==> config.mk <==
export PLATFORM = sky130hd
export DESIGN_NAME = pattern_rect_fill_rop_top
export DESIGN_NICKNAME = d
export VERILOG_FILES = /design/src/hdl/prfr_pkg.sv /design/src/hdl/pattern_rect_fill_rop_top.sv /design/src/hdl/prfr_rop.sv
export VERILOG_INCLUDE_DIRS = /design/src /design/src/hdl
export SDC_FILE = /design/constraint.sdc
export NUM_CORES = 1
export LEC_CHECK = 0
export BUFFER_PORTS_ARGS = -buffer_cell sky130_fd_sc_hd__buf_2
export CORE_ASPECT_RATIO = 1.5
export CORE_MARGIN = 3
export CORE_UTILIZATION = 30
export DETAILED_ROUTE_END_ITERATION = 16
export GPL_ROUTABILITY_DRIVEN = 0
export PLACE_DENSITY_LB_ADDON = 0.25
export SLEW_MARGIN = 20
export SYNTH_ARGS = -nofsm -noshare
export SYNTH_HDL_FRONTEND = slang
export SYNTH_HIERARCHICAL = 1
export SYNTH_SLANG_ARGS = --single-unit
==> constraint.sdc <==
create_clock -name aclk -period 14.7 [get_ports aclk]
set_input_delay 1.47 -clock aclk [delete_from_list [all_inputs] [get_ports aclk]]
set_output_delay 1.47 -clock aclk [all_outputs]
set_load 0.005 [all_outputs]
==> src/hdl/pattern_rect_fill_rop_top_assert.svh <==
// Assertion macros shared by the pattern fill raster-op block.
`ifndef PATTERN_RECT_FILL_ROP_TOP_ASSERT_SVH
`define PATTERN_RECT_FILL_ROP_TOP_ASSERT_SVH

// The consequent must hold in the same cycle as the antecedent.
`define PRFR_ASSERT_NOW(lbl, clk, rstn, ante, cons) \
    lbl: assert property (@(posedge clk) disable iff (!rstn) (ante) |-> (cons)) \
        else $error("prfr assertion failed");

// The consequent must hold in the cycle after the antecedent.
`define PRFR_ASSERT_NEXT(lbl, clk, rstn, ante, cons) \
    lbl: assert property (@(posedge clk) disable iff (!rstn) (ante) |=> (cons)) \
        else $error("prfr assertion failed");

`endif

==> src/hdl/prfr_pkg.sv <==
// Types and constants of the pattern fill raster-op block.
`timescale 1ns / 1ps

package prfr_pkg;

    localparam int PIX_W          = 32;
    localparam int ADDR_W         = 32;
    localparam int PATTERN_W      = 64;
    localparam int BASE_W         = 30;
    localparam int PITCH_W        = 14;
    localparam int PHASE_W        = 3;
    localparam int CFG_INDEX_BITS = 3;
    localparam int CFG_DATA_W     = 64;

    typedef enum logic [1:0] {
        MODE_COPY = 2'd0,
        MODE_OR   = 2'd1,
        MODE_AND  = 2'd2,
        MODE_XOR  = 2'd3
    } fill_mode_t;

    typedef enum logic [CFG_INDEX_BITS-1:0] {
        REG_PATTERN_BITS = 3'd0,
        REG_FORE_PIXEL   = 3'd1,
        REG_BACK_PIXEL   = 3'd2,
        REG_PHASE_X      = 3'd3,
        REG_PHASE_Y      = 3'd4,
        REG_FILL_MODE    = 3'd5,
        REG_FRAME_BASE   = 3'd6,
        REG_ROW_PITCH    = 3'd7
    } cfg_index_t;

    // Settings the raster-op stage needs.
    typedef struct packed {
        fill_mode_t         mode;
        logic [PIX_W-1:0]   fore;
        logic [PIX_W-1:0]   back;
        logic               pattern_full;
    } rop_cfg_t;

endpackage

==> src/hdl/pattern_rect_fill_rop_top.sv <==
// Top level of the 8x8 pattern rectangle fill raster-op engine.
//
//   channel  direction  tdata (low bit up)                    tuser
//   s_       in         pixel_x, pixel_y, dest_pixel          -
//   m_       out        new_pixel, word_address               write_enable
//   cfg_     in         plain write: index, 64-bit data       -
//
// One pixel is accepted every clock unless every stage is full and the output
// is stalled. The pipeline has three stages: pattern index, pattern lookup
// with the y*pitch multiply, then raster op and address add. A stalled output
// holds its stage; earlier stages keep filling bubbles.
// aresetn is synchronous; it clears the valid bits and resets the config registers.
`timescale 1ns / 1ps

`include "pattern_rect_fill_rop_top_assert.svh"

module pattern_rect_fill_rop_top #(
    parameter int COORD_BITS = 12,
    parameter int PIXEL_BITS = 32
) (
    input  logic                                    aclk,
    input  logic                                    aresetn,
    input  logic                                    s_tvalid,
    output logic                                    s_tready,
    // pixel_x, pixel_y, dest_pixel, zero pad
    input  logic [((2*COORD_BITS+PIXEL_BITS+7)/8)*8-1:0] s_tdata,
    output logic                                    m_tvalid,
    input  logic                                    m_tready,
    // new_pixel, word_address
    output logic [PIXEL_BITS+prfr_pkg::ADDR_W-1:0]  m_tdata,
    // write_enable
    output logic                                    m_tuser,
    input  logic                                    cfg_wr_en,
    input  logic [prfr_pkg::CFG_INDEX_BITS-1:0]     cfg_index,
    input  logic [prfr_pkg::CFG_DATA_W-1:0]         cfg_wdata
);

    localparam int PROD_W = COORD_BITS + prfr_pkg::PITCH_W;
    localparam int X_LO   = 0;
    localparam int Y_LO   = COORD_BITS;
    localparam int D_LO   = 2 * COORD_BITS;

    // Configuration registers.
    logic [prfr_pkg::PATTERN_W-1:0] pattern_reg, pattern_next;
    logic                           pattern_full_reg, pattern_full_next;
    logic [PIXEL_BITS-1:0]          fore_reg, fore_next;
    logic [PIXEL_BITS-1:0]          back_reg, back_next;
    logic [prfr_pkg::PHASE_W-1:0]   phase_x_reg, phase_x_next;
    logic [prfr_pkg::PHASE_W-1:0]   phase_y_reg, phase_y_next;
    prfr_pkg::fill_mode_t           mode_reg, mode_next;
    logic [prfr_pkg::BASE_W-1:0]    base_reg, base_next;
    logic [prfr_pkg::PITCH_W-1:0]   pitch_reg, pitch_next;

    always_comb begin
        pattern_next      = pattern_reg;
        pattern_full_next = pattern_full_reg;
        fore_next         = fore_reg;
        back_next         = back_reg;
        phase_x_next      = phase_x_reg;
        phase_y_next      = phase_y_reg;
        mode_next         = mode_reg;
        base_next         = base_reg;
        pitch_next        = pitch_reg;
        if (cfg_wr_en) begin
            case (prfr_pkg::cfg_index_t'(cfg_index))
                prfr_pkg::REG_PATTERN_BITS: begin
                    pattern_next      = cfg_wdata;
                    pattern_full_next = &cfg_wdata;
                end
                prfr_pkg::REG_FORE_PIXEL: fore_next    = cfg_wdata[PIXEL_BITS-1:0];
                prfr_pkg::REG_BACK_PIXEL: back_next    = cfg_wdata[PIXEL_BITS-1:0];
                prfr_pkg::REG_PHASE_X:    phase_x_next = cfg_wdata[prfr_pkg::PHASE_W-1:0];
                prfr_pkg::REG_PHASE_Y:    phase_y_next = cfg_wdata[prfr_pkg::PHASE_W-1:0];
                prfr_pkg::REG_FILL_MODE:  mode_next    = prfr_pkg::fill_mode_t'(cfg_wdata[1:0]);
                prfr_pkg::REG_FRAME_BASE: base_next    = cfg_wdata[prfr_pkg::BASE_W-1:0];
                prfr_pkg::REG_ROW_PITCH:  pitch_next   = cfg_wdata[prfr_pkg::PITCH_W-1:0];
                default: ;
            endcase
        end
    end

    always_ff @(posedge aclk) begin
        if (!aresetn) begin
            pattern_reg      <= '1;
            pattern_full_reg <= 1'b1;
            fore_reg         <= '0;
            back_reg         <= '1;
            phase_x_reg      <= '0;
            phase_y_reg      <= '0;
            mode_reg         <= prfr_pkg::MODE_COPY;
            base_reg         <= '0;
            pitch_reg        <= '0;
        end else begin
            pattern_reg      <= pattern_next;
            pattern_full_reg <= pattern_full_next;
            fore_reg         <= fore_next;
            back_reg         <= back_next;
            phase_x_reg      <= phase_x_next;
            phase_y_reg      <= phase_y_next;
            mode_reg         <= mode_next;
            base_reg         <= base_next;
            pitch_reg        <= pitch_next;
        end
    end

    // Stage handshake: a stage loads when it is empty or its successor loads.
    logic s1_valid_reg, s2_valid_reg, m_valid_reg;
    logic s1_ready, s2_ready, s3_ready;

    assign s3_ready = !m_valid_reg || m_tready;
    assign s2_ready = !s2_valid_reg || s3_ready;
    assign s1_ready = !s1_valid_reg || s2_ready;
    assign s_tready = s1_ready;

    // Stage 1: input capture and pattern bit index.
    logic [COORD_BITS-1:0] s1_x_reg, s1_y_reg;
    logic [PIXEL_BITS-1:0] s1_dest_reg;
    logic [5:0]            s1_idx_reg, s1_idx_next;
    logic [2:0]            row_sum, col_sum;

    assign row_sum = s_tdata[Y_LO +: 3] + phase_y_reg;
    assign col_sum = s_tdata[X_LO +: 3] + phase_x_reg;
    // Bit 7-col of byte row sits at row*8 + (7-col).
    assign s1_idx_next = {row_sum, ~col_sum};

    always_ff @(posedge aclk) begin
        if (!aresetn) begin
            s1_valid_reg <= 1'b0;
        end else if (s1_ready) begin
            s1_valid_reg <= s_tvalid;
        end
        if (s1_ready && s_tvalid) begin
            s1_x_reg    <= s_tdata[X_LO +: COORD_BITS];
            s1_y_reg    <= s_tdata[Y_LO +: COORD_BITS];
            s1_dest_reg <= s_tdata[D_LO +: PIXEL_BITS];
            s1_idx_reg  <= s1_idx_next;
        end
    end

    // Stage 2: pattern lookup and row offset multiply.
    logic [COORD_BITS-1:0] s2_x_reg;
    logic [PIXEL_BITS-1:0] s2_dest_reg;
    logic                  s2_bit_reg;
    logic [PROD_W-1:0]     s2_prod_reg;

    always_ff @(posedge aclk) begin
        if (!aresetn) begin
            s2_valid_reg <= 1'b0;
        end else if (s2_ready) begin
            s2_valid_reg <= s1_valid_reg;
        end
        if (s2_ready && s1_valid_reg) begin
            s2_x_reg    <= s1_x_reg;
            s2_dest_reg <= s1_dest_reg;
            s2_bit_reg  <= pattern_reg[s1_idx_reg];
            s2_prod_reg <= PROD_W'(s1_y_reg) * PROD_W'(pitch_reg);
        end
    end

    // Stage 3: raster op and address add into the output register.
    prfr_pkg::rop_cfg_t     rop_cfg;
    logic                   rop_we;
    logic [PIXEL_BITS-1:0]  rop_pix;
    logic [prfr_pkg::ADDR_W-1:0] addr_next;

    assign rop_cfg.mode         = mode_reg;
    assign rop_cfg.fore         = fore_reg;
    assign rop_cfg.back         = back_reg;
    assign rop_cfg.pattern_full = pattern_full_reg;

    prfr_rop u_rop (
        .cfg     (rop_cfg),
        .pat_bit (s2_bit_reg),
        .dest    (s2_dest_reg),
        .we      (rop_we),
        .pix     (rop_pix)
    );

    assign addr_next = prfr_pkg::ADDR_W'(base_reg) + prfr_pkg::ADDR_W'(s2_prod_reg)
                     + prfr_pkg::ADDR_W'(s2_x_reg);

    logic                        m_we_reg;
    logic [PIXEL_BITS-1:0]       m_pix_reg;
    logic [prfr_pkg::ADDR_W-1:0] m_addr_reg;

    always_ff @(posedge aclk) begin
        if (!aresetn) begin
            m_valid_reg <= 1'b0;
        end else if (s3_ready) begin
            m_valid_reg <= s2_valid_reg;
        end
        if (s3_ready && s2_valid_reg) begin
            m_we_reg   <= rop_we;
            m_pix_reg  <= rop_pix;
            m_addr_reg <= addr_next;
        end
    end

    assign m_tvalid = m_valid_reg;
    assign m_tuser  = m_we_reg;
    assign m_tdata  = {m_addr_reg, m_pix_reg};

    // An accepted request always lands in the first stage.
    `PRFR_ASSERT_NEXT(a_accept_fills_s1, aclk, aresetn, s_tvalid && s_tready, s1_valid_reg)
    // A blocked first stage keeps its item.
    `PRFR_ASSERT_NEXT(a_s1_holds, aclk, aresetn, s1_valid_reg && !s2_ready,
                      s1_valid_reg && $stable(s1_dest_reg) && $stable(s1_idx_reg))
    // A blocked second stage keeps its item.
    `PRFR_ASSERT_NEXT(a_s2_holds, aclk, aresetn, s2_valid_reg && !s3_ready,
                      s2_valid_reg && $stable(s2_prod_reg) && $stable(s2_bit_reg))
    // The input side can only stall when every stage is full.
    `PRFR_ASSERT_NOW(a_stall_needs_full, aclk, aresetn, !s_tready,
                     s1_valid_reg && s2_valid_reg && m_valid_reg && !m_tready)

endmodule

==> src/hdl/prfr_rop.sv <==
// Raster-op combine of foreground, background and destination words.
`timescale 1ns / 1ps

module prfr_rop (
    input  prfr_pkg::rop_cfg_t            cfg,
    input  logic                          pat_bit,
    input  logic [prfr_pkg::PIX_W-1:0]    dest,
    output logic                          we,
    output logic [prfr_pkg::PIX_W-1:0]    pix
);

    always_comb begin
        we  = 1'b0;
        pix = dest;
        case (cfg.mode)
            prfr_pkg::MODE_COPY: begin
                we  = 1'b1;
                pix = pat_bit ? cfg.fore : cfg.back;
            end
            prfr_pkg::MODE_OR: begin
                if (pat_bit) begin
                    we  = 1'b1;
                    pix = cfg.fore;
                end
            end
            prfr_pkg::MODE_AND: begin
                // A solid pattern fills the whole rectangle with the background.
                if (cfg.pattern_full || !pat_bit) begin
                    we  = 1'b1;
                    pix = cfg.back;
                end
            end
            prfr_pkg::MODE_XOR: begin
                if (pat_bit) begin
                    we  = 1'b1;
                    pix = ~dest;
                end
            end
            default: begin
                we  = 1'b0;
                pix = dest;
            end
        endcase
    end

endmodule

== Word level (Yosys, flattened, before mapping) ==
Index checks and enable logic that the tools add are counted.

* Flip-flop bits (word level): 382
* Input port bits: 128
* Output and inout bits: 67
* Word-level logic and storage cells: 74

* $add $sub $neg: 4
* Multipliers: 1
* Magnitude comparators: 1
* Equality and inequality tests: 10
* Mux-type cells: 10
* Bitwise logic cells: 2
* Reduce and logical (&&, ||, !) cells: 23

{| class="wikitable"
|+ Operator list
! operator !! count
|-
| 2-to-1 mux 32 bit || 4
|-
| case mux 32 bit (4 select lines) || 1
|-
| AND reduction 64 bit || 1
|-
| adder 31 x 12 -> 32 bit || 1
|-
| inverter 32 bit || 1
|-
| adder 30 x 26 -> 31 bit || 1
|-
| multiplier 12 x 14 -> 26 bit || 1
|-
| AND reduction 2 bit || 8
|-
| equality test 3 bit (second input constant) || 4
|-
| < comparator 6 x 7 -> 1 bit (second input constant) || 1
|-
| adder 3 bit || 2
|-
| binary-select mux 1 bit (select 6 bit) || 1
|-
| equality test 3 x 2 -> 1 bit (second input constant) || 2
|-
| equality test 2 bit (second input constant) || 2
|-
| zero test 1 bit || 4
|-
| logical OR 1 bit || 4
|-
| equality test 3 x 1 -> 1 bit (second input constant) || 1
|-
| logical AND 1 bit || 3
|-
| zero test 3 bit || 1
|-
| 2-to-1 mux 1 bit || 3
|-
| inverter 3 bit || 1
|-
| case mux 1 bit (3 select lines) || 1
|-
| equality test 2 x 1 -> 1 bit (second input constant) || 1
|-
| zero test 2 bit || 1
|-
| OR reduction 2 bit || 1
|}

== Depth between registers and ports, before layout ==
Gate-level depths: netlist of run 1.

* Word-level depth: 5
* Gate-level depth with buffers: 20
* Depth with buffers taken out: 19

== Cells and area by module ==
Netlist of run 1, hierarchy kept.

{| class="wikitable"
|+ Modules (own cells, without submodules)
! module !! instances !! cells each !! area each (um^2) !! seq. area each (um^2)
|-
| pattern_rect_fill_rop_top || 1 || 1946 || 20479.6 || 9599.2
|-
| prfr_rop || 1 || 313 || 1916.8 || 0.0
|}

== Least setup slack after synthesis of run 1 ==
OpenSTA, ideal clock, no wires.

* Path kind: input port to flip-flop
* Start point: in m_tready
* End point: reg s2_bit_reg, enable pin
* Setup time: 0.609 ns
* Arrival time: 6.728 ns
* Data required time: 14.091 ns
* Slack: 7.363 ns
* Stages on the path: 2
* Path buffers: 0
* Cells stage by stage: nor2b_1 > a21boi_0

* Longest elaborated chain between the ends: 3

{| class="wikitable"
|+ RTL lines
! element !! line !! source
|-
| start, declared || pattern_rect_fill_rop_top.sv:28 || <nowiki>input logic m_tready,</nowiki>
|-
| logical OR 1 bit || pattern_rect_fill_rop_top.sv:110 || <nowiki>assign s3_ready = !m_valid_reg || m_tready;</nowiki>
|-
| logical OR 1 bit || pattern_rect_fill_rop_top.sv:111 || <nowiki>assign s2_ready = !s2_valid_reg || s3_ready;</nowiki>
|-
| logical AND 1 bit || pattern_rect_fill_rop_top.sv:152 || <nowiki>if (s2_ready && s1_valid_reg) begin</nowiki>
|-
| end signal, assigned || pattern_rect_fill_rop_top.sv:155 || <nowiki>s2_bit_reg <= pattern_reg[s1_idx_reg];</nowiki>
|-
| end, declared || pattern_rect_fill_rop_top.sv:143 || <nowiki>logic s2_bit_reg;</nowiki>
|}

Every way passes these cells.
A chain may end at the register's enable or synchronous reset.

== Worst setup path in the final report of run 1 ==
* Start point: reg s1_y_reg[8]
* End point: reg s2_prod_reg[23], data pin

* Longest elaborated chain between the ends: 1

{| class="wikitable"
|+ RTL lines
! element !! line !! source
|-
| start, declared || pattern_rect_fill_rop_top.sv:116 || <nowiki>logic [COORD_BITS-1:0] s1_x_reg, s1_y_reg;</nowiki>
|-
| start signal, assigned || pattern_rect_fill_rop_top.sv:134 || <nowiki>s1_y_reg <= s_tdata[Y_LO +: COORD_BITS];</nowiki>
|-
| multiplier 12 x 14 -> 26 bit || pattern_rect_fill_rop_top.sv:156 || <nowiki>s2_prod_reg <= PROD_W'(s1_y_reg) * PROD_W'(pitch_reg);</nowiki>
|-
| end signal, assigned || pattern_rect_fill_rop_top.sv:156 ||
|-
| end, declared || pattern_rect_fill_rop_top.sv:144 || <nowiki>logic [PROD_W-1:0] s2_prod_reg;</nowiki>
|}

Every way passes these cells.

==> results_dict.tcl, run 1 <==
set metrics [dict create \
    yosysTopAreaCell "edfxtp_1" \
    setup_ws_ps 8670 \
    layout.nets 2754 \
    p_int_w 0.00189 \
    p_leak_nw 10.9 \
    worstSkewPairLatency_ps 570 \
    viasPerCell 4.86 \
    final_cell_area_sq_um 25600 \
    setup-tns-final_ps 0 \
    cts_tree "yes" \
    avgSynthCellArea_sq_um 9.91 \
    synth_nets 2628 \
    num_vias 16600 \
    netlist_top_cells_area "edfxtp_1 (26%), dfxtp_1 (16%), fa_1 (12%), nand2_1 (8.6%), ha_1 (5.9%)" \
    ys_seq_area_frac 0.429 \
    ys_types 70 \
    ys_ff_latch 381 \
    avgRoutedWirePerCell_um 19.1 \
    clockBufferDepth 3 \
    peakVddDrop_mv 0.0595 \
    ys.flop_type "edfxtp_1" \
    cts_hold_buf 0 \
    setup_viol 0 \
    htreeDepth 2 \
    hold_viol_final 0 \
    dp_slack_ps 8700 \
    pin_count 195 \
    start_util 0.303 \
    timing.slew.headroom 0.277 \
    syn-cell-area_sq_um 22400 \
    fin_crit_ps 6030 \
    worstSetupPathType "flop to flop" \
    antenna_found_initial 7 \
    place_area_sq_um 24200 \
    grtUsageTotal 0.165 \
    required_ps 14990 \
    synthArstFlopShare 0 \
    cts.sinks 381 \
    clkPwrFrac 0.417 \
    fmax_ghz 0.166 \
    drcViolationCount 0 \
    drive_above_1_share 0.129 \
    core_area_sq_um 73900 \
    fp-row-count 122 \
    grt_max_degree 98 \
    largest_reg_flops 64 \
    ctsRootBufferMaster "clkbuf_16" \
    synth_commonest_cells "nand2_1 (513), edfxtp_1 (197), inv_1 (190)" \
    dieWidth_um 229 \
    grt_pass1_wl_um 101000 \
    share_comb_of_total_power 0.105 \
    cts_resized 0 \
    cts.clk_slew.worst_paths_ps 70 \
    nFillCells 7479 \
    worst_slew_pin_slew_ps 1080 \
    cp_max_fo 14 \
    drt_first_iter_violations 1083 \
    area_growth_pct 14.4 \
    swShare 0.256 \
    end_kind "flop" \
    maxCapViolations 0 \
    holdWs_ps 415 \
    syn-instance-count 2259 \
    synth-edff-count 197 \
    wl_um 65100 \
    yosysMostFrequentCell "nand2_1" \
    post_cts_buffers 0 \
    startpoint_type "flop" \
    outcome "complete, no violations" \
    die-area_sq_um 78000 \
    grt_pass1_vias 17100 \
    powerDensity_nw_per_um2 99.2 \
    drv_slew 0 \
    hold_class "flop to flop" \
    die_y_um 341 \
    overflow 0 \
    io_buffers 193 \
    cts_made_buffers 42 \
    rsz0062_at_grt "false" \
    min_period_over_period 0.410 \
    switchingPower_w 0.000652 \
    yosysWarnings 6 \
    arrival_ps 6320 \
    fin_util 0.347 \
    firstDrtPassIters 7 \
    synth_top_area_frac 0.264 \
    dp.final_hpwl_um 48100 \
    skew_ps 22.3 \
    ant_nets 0 \
    power_frac_seq 0.478 \
]
## critical path, cell delays in order, from the launching register on
cell      delay (ps)
edfxtp_1         600
and2_1           280
fa_1             540
inv_1             50
fa_1             480
inv_1             60
fa_1             500
fa_1             540
inv_1             50
fa_1             520
inv_1             40
ha_1             360
and4_2           300
nand3_1           90
o31ai_1          530
o31ai_4          150
o31ai_2          330
mux2i_1          230
o211ai_1         100
## logic make-up after synthesis
family,after synthesis,share of synthesized area
flops,381,0.429
compound gates,323,0.101
fa+ha+maj,241,0.180
other cells,1,0.000167
mux,54,0.0353
simple gates,887,0.177
xor+xnor,55,0.0215
buf+inv,317,0.0558
## metrics by stage
stage | instances | power, W
6_report | 3411 | 0.00254
5_1_grt | 3411 | 0.00266
4_1_cts | 3409 | 0.00259
3_5_place_dp | 3333 | 0.00151
3_3_place_gp | 3333 | 0.00150
2_1_floorplan | 2259 | 0.00139
## path summary, 6_finish.rpt
path	startpoint	end	slack, ps	cells after the start
worst max-delay path	s1_y_reg[8]$_DFFE_PP_	s2_prod_reg[23]$_DFFE_PP_	8670	18
worst min-delay path	s1_dest_reg[4]$_DFFE_PP_	s2_dest_reg[4]$_DFFE_PP_	420	0
worst max register to register	s1_y_reg[8]$_DFFE_PP_	s2_prod_reg[23]$_DFFE_PP_	8670	18
worst min register to register	s1_dest_reg[4]$_DFFE_PP_	s2_dest_reg[4]$_DFFE_PP_	420	0
## routing by layer
| layer | global-route usage | up-vias | share of wire |
|---|---|---|---|
| li1 | - | 7870 | - |
| met1 | 0.187 | 8123 | 0.39 |
| met2 | 0.312 | 458 | 0.53 |
| met3 | 0.0290 | 104 | 0.051 |
| met4 | 0.0557 | 6 | 0.034 |
| met5 | 0 | - | 0.00060 |
## cell type report
cell class / count / area [sq um] / area share
diodes: 2 / 5.00 / 0.000195
clock buffers: 59 / 1210 / 0.0472
clock inverters: 17 / 156 / 0.00611
inverters: 190 / 713 / 0.0278
multi-input cells: 1561 / 11600 / 0.453
flip-flops and latches: 381 / 9600 / 0.375
well taps: 992 / 1240 / 0.0485
repair buffers: 209 / 1090 / 0.0425
## cells in the final DEF (no fill, tap or decap), types with 35 or more instances in the layout
master | synthesis | final
fa_1 | 135 | 135
clkbuf_16 | 0 | 45
dfxtp_1 | 184 | 182
edfxtp_1 | 197 | 197
ha_1 | 106 | 106
nor2_1 | 76 | 73
buf_2 | 18 | 192
and2_1 | 71 | 71
a21boi_0 | 79 | 78
nand2_1 | 513 | 513
o21ai_0 | 35 | 35
nand3_1 | 108 | 108
a21oi_1 | 70 | 70
inv_1 | 190 | 190
## power groups by stage
| stage | Clock, W | Sequential [W] | Combinational (W) |
|---|---|---|---|
| floorplan | 0 | 0.00122 | 0.000177 |
| global placement | 0 | 0.00124 | 0.000266 |
| detailed placement | 0 | 0.00124 | 0.000270 |
| CTS | 0.00110 | 0.00121 | 0.000272 |
| global route | 0.00114 | 0.00122 | 0.000300 |
| finish | 0.00106 | 0.00121 | 0.000267 |
Power figures use the tool's default switching activity.
==> inputs of run 2 (changes only) <==
Clock period 14.7 ns to 5.7 ns, I/O delays scaled along.
==> run 2 against run 1 <==
Net effect:
- die area stayed put
- critical path depth is 1 lower
- final cell count is 2.0% higher
- total power grew to 2.5 times the previous value
- clock power is 140% higher
- utilization is 0.75 points higher
- combinational power grew to 2.8 times the previous value
- via count is 2.5% higher
- clock skew is 3.2 ps higher
- cell area is 2.1% higher
- flip-flop and latch count stayed put
- critical endpoint unchanged
- largest cell class unchanged
==> results_dict.tcl, run 2 (synthesis results as in run 1) <==
set metrics [dict create \
    outcome "complete, no violations" \
    setup_viol 0 \
    firstDrtPassIters 5 \
    drv_slew 0 \
    layout.nets 2815 \
    drcViolationCount 0 \
    hold_class "input pin to flop" \
    required_ps 6000 \
    switchingPower_w 0.00170 \
    clkPwrFrac 0.401 \
    clockBufferDepth 3 \
    worstSkewPairLatency_ps 590 \
    p_leak_nw 11.2 \
    mostFrequentLayoutCells "nand2_1 (508), edfxtp_1 (197), buf_2 (192), inv_1 (187), dfxtp_1 (177)" \
    cts_made_buffers 41 \
    drive_above_1_share 0.165 \
    maxCapViolations 0 \
    overflow 0 \
    hold_viol_final 0 \
    peakVddDrop_mv 0.148 \
    area_growth_pct 16.8 \
    setup-tns-final_ps 0 \
    arrival_ps 5850 \
    wl_um 66900 \
    grt_pass1_vias 17400 \
    fmax_ghz 0.180 \
    power_frac_seq 0.483 \
    die-area_sq_um 78000 \
    final_common_cell "nand2_1" \
    ant_nets 0 \
    cts.sinks 381 \
    powerDensity_nw_per_um2 247 \
    grt_pass1_wl_um 102000 \
    io_buffers 193 \
    worst_slew_pin_slew_ps 1090 \
    worstSetupPathType "flop to flop" \
    die_y_um 341 \
    dieWidth_um 229 \
    antenna_found_initial 8 \
    p_total_w 0.00646 \
    end_kind "flop" \
    core_area_sq_um 73900 \
    startpoint_type "flop" \
    num_vias 17000 \
    largest_reg_flops 64 \
    grt_max_degree 101 \
    dp.final_hpwl_um 49400 \
    timing.slew.headroom 0.276 \
    cts_tree "yes" \
    share_comb_of_total_power 0.116 \
    ctsRootBufferMaster "clkbuf_16" \
    viasPerCell 4.88 \
    swShare 0.263 \
    htreeDepth 2 \
    start_util 0.303 \
    grtUsageTotal 0.168 \
    drt_first_iter_violations 1038 \
    cts.clk_slew.worst_paths_ps 70 \
    fin_crit_ps 5550 \
    pin_count 195 \
    cts_hold_buf 0 \
    fp-row-count 122 \
    p_int_w 0.00476 \
    cp_max_fo 7 \
    avgRoutedWirePerCell_um 19.2 \
    skew_ps 25.5 \
    min_period_over_period 0.973 \
]
==> run 2: cell count changes in the layout (fill, tap and decap cells not counted), sizes merged <==
| cell | previous run | this run |
|---|---|---|
| clkinvlp | 1 | 3 |
| diode | 2 | 7 |
| inv | 193 | 194 |
| bufinv | 2 | 1 |
| clkinv | 11 | 13 |
| buf | 209 | 271 |
| clkbuf | 59 | 55 |
==> run 2: area by class of cell <==
type                    instances  area (sq um)
repair buffers                271          1570
clock buffers                  55          1110
clock inverters                21           163
diodes                          7          17.5
well taps                     992          1240
fillers                      7486         47700
inverters                     190           713
multi-input cells            1561         11700
flip-flops and latches        381          9610
==> run 2: power by group through the flow <==
stage	logic, W	clock network, W	registers, W
after global routing	0.000837	0.00281	0.00313
after detailed placement	0.000718	0	0.00318
after global placement	0.000706	0	0.00318
after floorplan	0.000456	0	0.00314
after CTS	0.000728	0.00270	0.00313
final	0.000752	0.00259	0.00312
==> run 2: path summary, 6_finish.rpt <==
check | startpoint | endpoint | slack (ps) | depth (start not counted)
worst max-delay path | s1_y_reg[11]$_DFFE_PP_ | s2_prod_reg[23]$_DFFE_PP_ | 150 | 17
worst min-delay path | s_tdata[17] | s1_y_reg[5]$_DFFE_PP_ | 170 | 1
worst max register to register | s1_y_reg[11]$_DFFE_PP_ | s2_prod_reg[23]$_DFFE_PP_ | 150 | 17
worst min register to register | s1_dest_reg[28]$_DFFE_PP_ | s2_dest_reg[28]$_DFFE_PP_ | 420 | 0
==> run 2: through the flow <==
stage               setup slack, ps   util  cells  hold WS, ps  area [sq um]
global placement               19.7  0.332   3369          404         24500
global route                  -25.4  0.354   3474          128         26200
CTS                            5.87  0.350   3451          116         25800
detailed placement            -68.9  0.332   3369          406         24500
finish                          153  0.354   3478          168         26200
floorplan                       172      -   2259          400         22400
==> run 2: critical path: stages, from the launching register on <==
cell and delay (ps):
edfxtp_1 530, and2_4 210, fa_1 550, fa_1 440, fa_1 500, fa_1 540
inv_1 50, fa_1 420, inv_1 110, ha_4 220, and2_2 200, o31a_1 310
a2111o_1 430, o31ai_4 270, buf_4 160, o31ai_4 70, mux2i_1 140, o211ai_1 120
==> run 2: routing by layer <==
layer  share of wire  track usage  up-vias
met5         0.00042            0        -
met4           0.044       0.0705        4
met1            0.39        0.190     8373
met3           0.047       0.0265      143
li1                -            -     8007
met2            0.52        0.311      453
==> run 2: timing repair <==
| action | 4_1_cts | 5_1_grt |
|---|---|---|
| endpoints found under the setup margin | 4 | 9 |
| gates resized for setup | 0 | 49 |
| pin swaps | 1 | 37 |
| buffers inserted | 6 | 20 |
==> inputs of run 3 (changes only) <==
Settings changed: REMOVE_ABC_BUFFERS set to 1.
==> run 3 against run 2 <==
Net effect:
- total power up 4.1%
- clock power grew 9.7%
- sequential power about the same
- cell area increased by 0.72%
- clock skew grew 1.4 ps
- sequential share of layout area decreased by 0.28 points
==> results_dict.tcl, run 3 (synthesis results as in run 1) <==
set metrics [dict create \
    timing.slew.headroom 0.271 \
    arrival_ps 5850 \
    fin_crit_ps 5530 \
    drcViolationCount 0 \
    drv_slew 0 \
    setup-tns-final_ps 0 \
    r2r-end "s2_prod_reg[21]$_DFFE_PP_" \
    htreeDepth 2 \
    wl_um 66600 \
    p_leak_nw 11.3 \
    p_total_w 0.00673 \
    hold_viol_final 0 \
    layout.nets 2819 \
    min_from "s_tdata[5]" \
    start_util 0.303 \
    worst_slew_pin_slew_ps 1090 \
    ctsRootBufferMaster "clkbuf_16" \
    cts.clk_slew.worst_paths_ps 60 \
    setup_ws_ps 167 \
    r2r_cells 18 \
    grt_pass1_vias 17700 \
    hold_class "input pin to flop" \
    fp-row-count 122 \
    holdWs_ps 161 \
    die-area_sq_um 78000 \
    grt_pass1_wl_um 102000 \
    dp.final_hpwl_um 48600 \
    ant_nets 0 \
    skew_ps 26.9 \
    switchingPower_w 0.00175 \
    peakVddDrop_mv 0.188 \
    worstSetupPathType "flop to flop" \
    cts_made_buffers 42 \
    nFillCells 7476 \
    largest_reg_flops 64 \
    clockBufferDepth 3 \
    whs_path_depth 1 \
    dp_slack_ps -60.8 \
    viasPerCell 4.85 \
    pin_count 195 \
    worstSkewPairLatency_ps 590 \
    dieWidth_um 229 \
    overflow 0 \
    setup_viol 0 \
    cts.sinks 381 \
    maxCapViolations 0 \
    clkPwrFrac 0.423 \
    die_y_um 341 \
    powerDensity_nw_per_um2 255 \
    rr_startpoint "s1_y_reg[7]$_DFFE_PP_" \
    outcome "complete, no violations" \
    min_period_over_period 0.971 \
    cts_tree "yes" \
    cp_max_fo 5 \
    final_cells 3479 \
    required_ps 6020 \
    core_area_sq_um 73900 \
    grt_max_degree 78 \
    worstHoldEndpoint "s1_x_reg[5]$_DFFE_PP_" \
    firstDrtPassIters 5 \
    fmax_ghz 0.181 \
    dp.cells 3372 \
    antenna_found_initial 2 \
    share_comb_of_total_power 0.114 \
    num_vias 16900 \
    swShare 0.260 \
    power_frac_seq 0.463 \
    mostFrequentLayoutCells "nand2_1 (510), edfxtp_1 (197), buf_2 (192), inv_1 (187), dfxtp_1 (176)" \
    p_int_w 0.00498 \
    drt_first_iter_violations 1018 \
    startpoint_type "flop" \
    final_common_cell "nand2_1" \
    drive_above_1_share 0.168 \
    avgRoutedWirePerCell_um 19.1 \
    end_kind "flop" \
    area_growth_pct 17.7 \
    grtUsageTotal 0.168 \
    io_buffers 193 \
    reg2reg_setup_slack_ps 170 \
]
run 3: area by class of cell:
class                           count  area, sq um  area share
Clock buffer                       58         1290      0.0489
Multi-Input combinational cell   1561        11700       0.444
Sequential cell                   381         9610       0.365
Clock inverter                     20          161     0.00612
Tap cell                          992         1240      0.0471
Inverter                          190          713      0.0271
Antenna cell                        3         7.51    0.000285
Timing Repair Buffer              274         1620      0.0616
run 3: critical path, stage by stage, from the launching register on:
cell and delay, ps:
edfxtp_1 470, buf_4 160, nand2_1 60, fa_1 480, inv_1 60, fa_1 560, fa_1 430, fa_1 500
inv_1 60, fa_1 520, inv_1 60, ha_4 230, and2_2 190, o31a_1 290, a2111o_1 500, o31ai_4 340
o21bai_1 120, a211oi_1 200, nor2_1 60
run 3: power groups by stage:
stage          Combinational (W)  Sequential [W]  Clock [W]
2_1_floorplan           0.000396         0.00317          0
4_1_cts                 0.000751         0.00312    0.00294
3_5_place_dp            0.000733         0.00318          0
5_1_grt                 0.000858         0.00313    0.00304
3_3_place_gp            0.000722         0.00318          0
6_report                0.000768         0.00311    0.00284
run 3: per-layer routing:
metal / GRT usage / part of all wire
met2: 0.315 / 0.53
met5: 0 / 0
met1: 0.192 / 0.39
met4: 0.0657 / 0.037
met3: 0.0229 / 0.044
run 3: worst max-delay path by stage:
stage	cells past startpoint	slack [ps]	start	end
after floorplan	2	-740	m_tready	s2_bit_reg$_DFFE_PP_
after global placement	17	40	s1_y_reg[4]$_DFFE_PP_	s2_prod_reg[21]$_DFFE_PP_
after detailed placement	17	-60	s1_y_reg[4]$_DFFE_PP_	s2_prod_reg[23]$_DFFE_PP_
after CTS	17	2	s1_y_reg[11]$_DFFE_PP_	s2_prod_reg[23]$_DFFE_PP_
after global routing	18	-20	s1_y_reg[8]$_DFFE_PP_	s2_prod_reg[21]$_DFFE_PP_
final	18	170	s1_y_reg[7]$_DFFE_PP_	s2_prod_reg[21]$_DFFE_PP_
run 3: stage by stage:
| step | cell area (sq um) | utilization |
|---|---|---|
| after floorplan | 21900 | - |
| after global placement | 24500 | 0.332 |
| after detailed placement | 24500 | 0.332 |
| after CTS | 26100 | 0.353 |
| after global routing | 26400 | 0.357 |
| final | 26400 | 0.357 |
run 3: what timing repair did:
item                       in CTS  in global routing
cloned                          0                  0
gates resized for setup         1                 36
hold buffers                    0                  0
buffers inserted               10                 15
setup endpoints to repair       4                  8
pin swaps                       0                 31
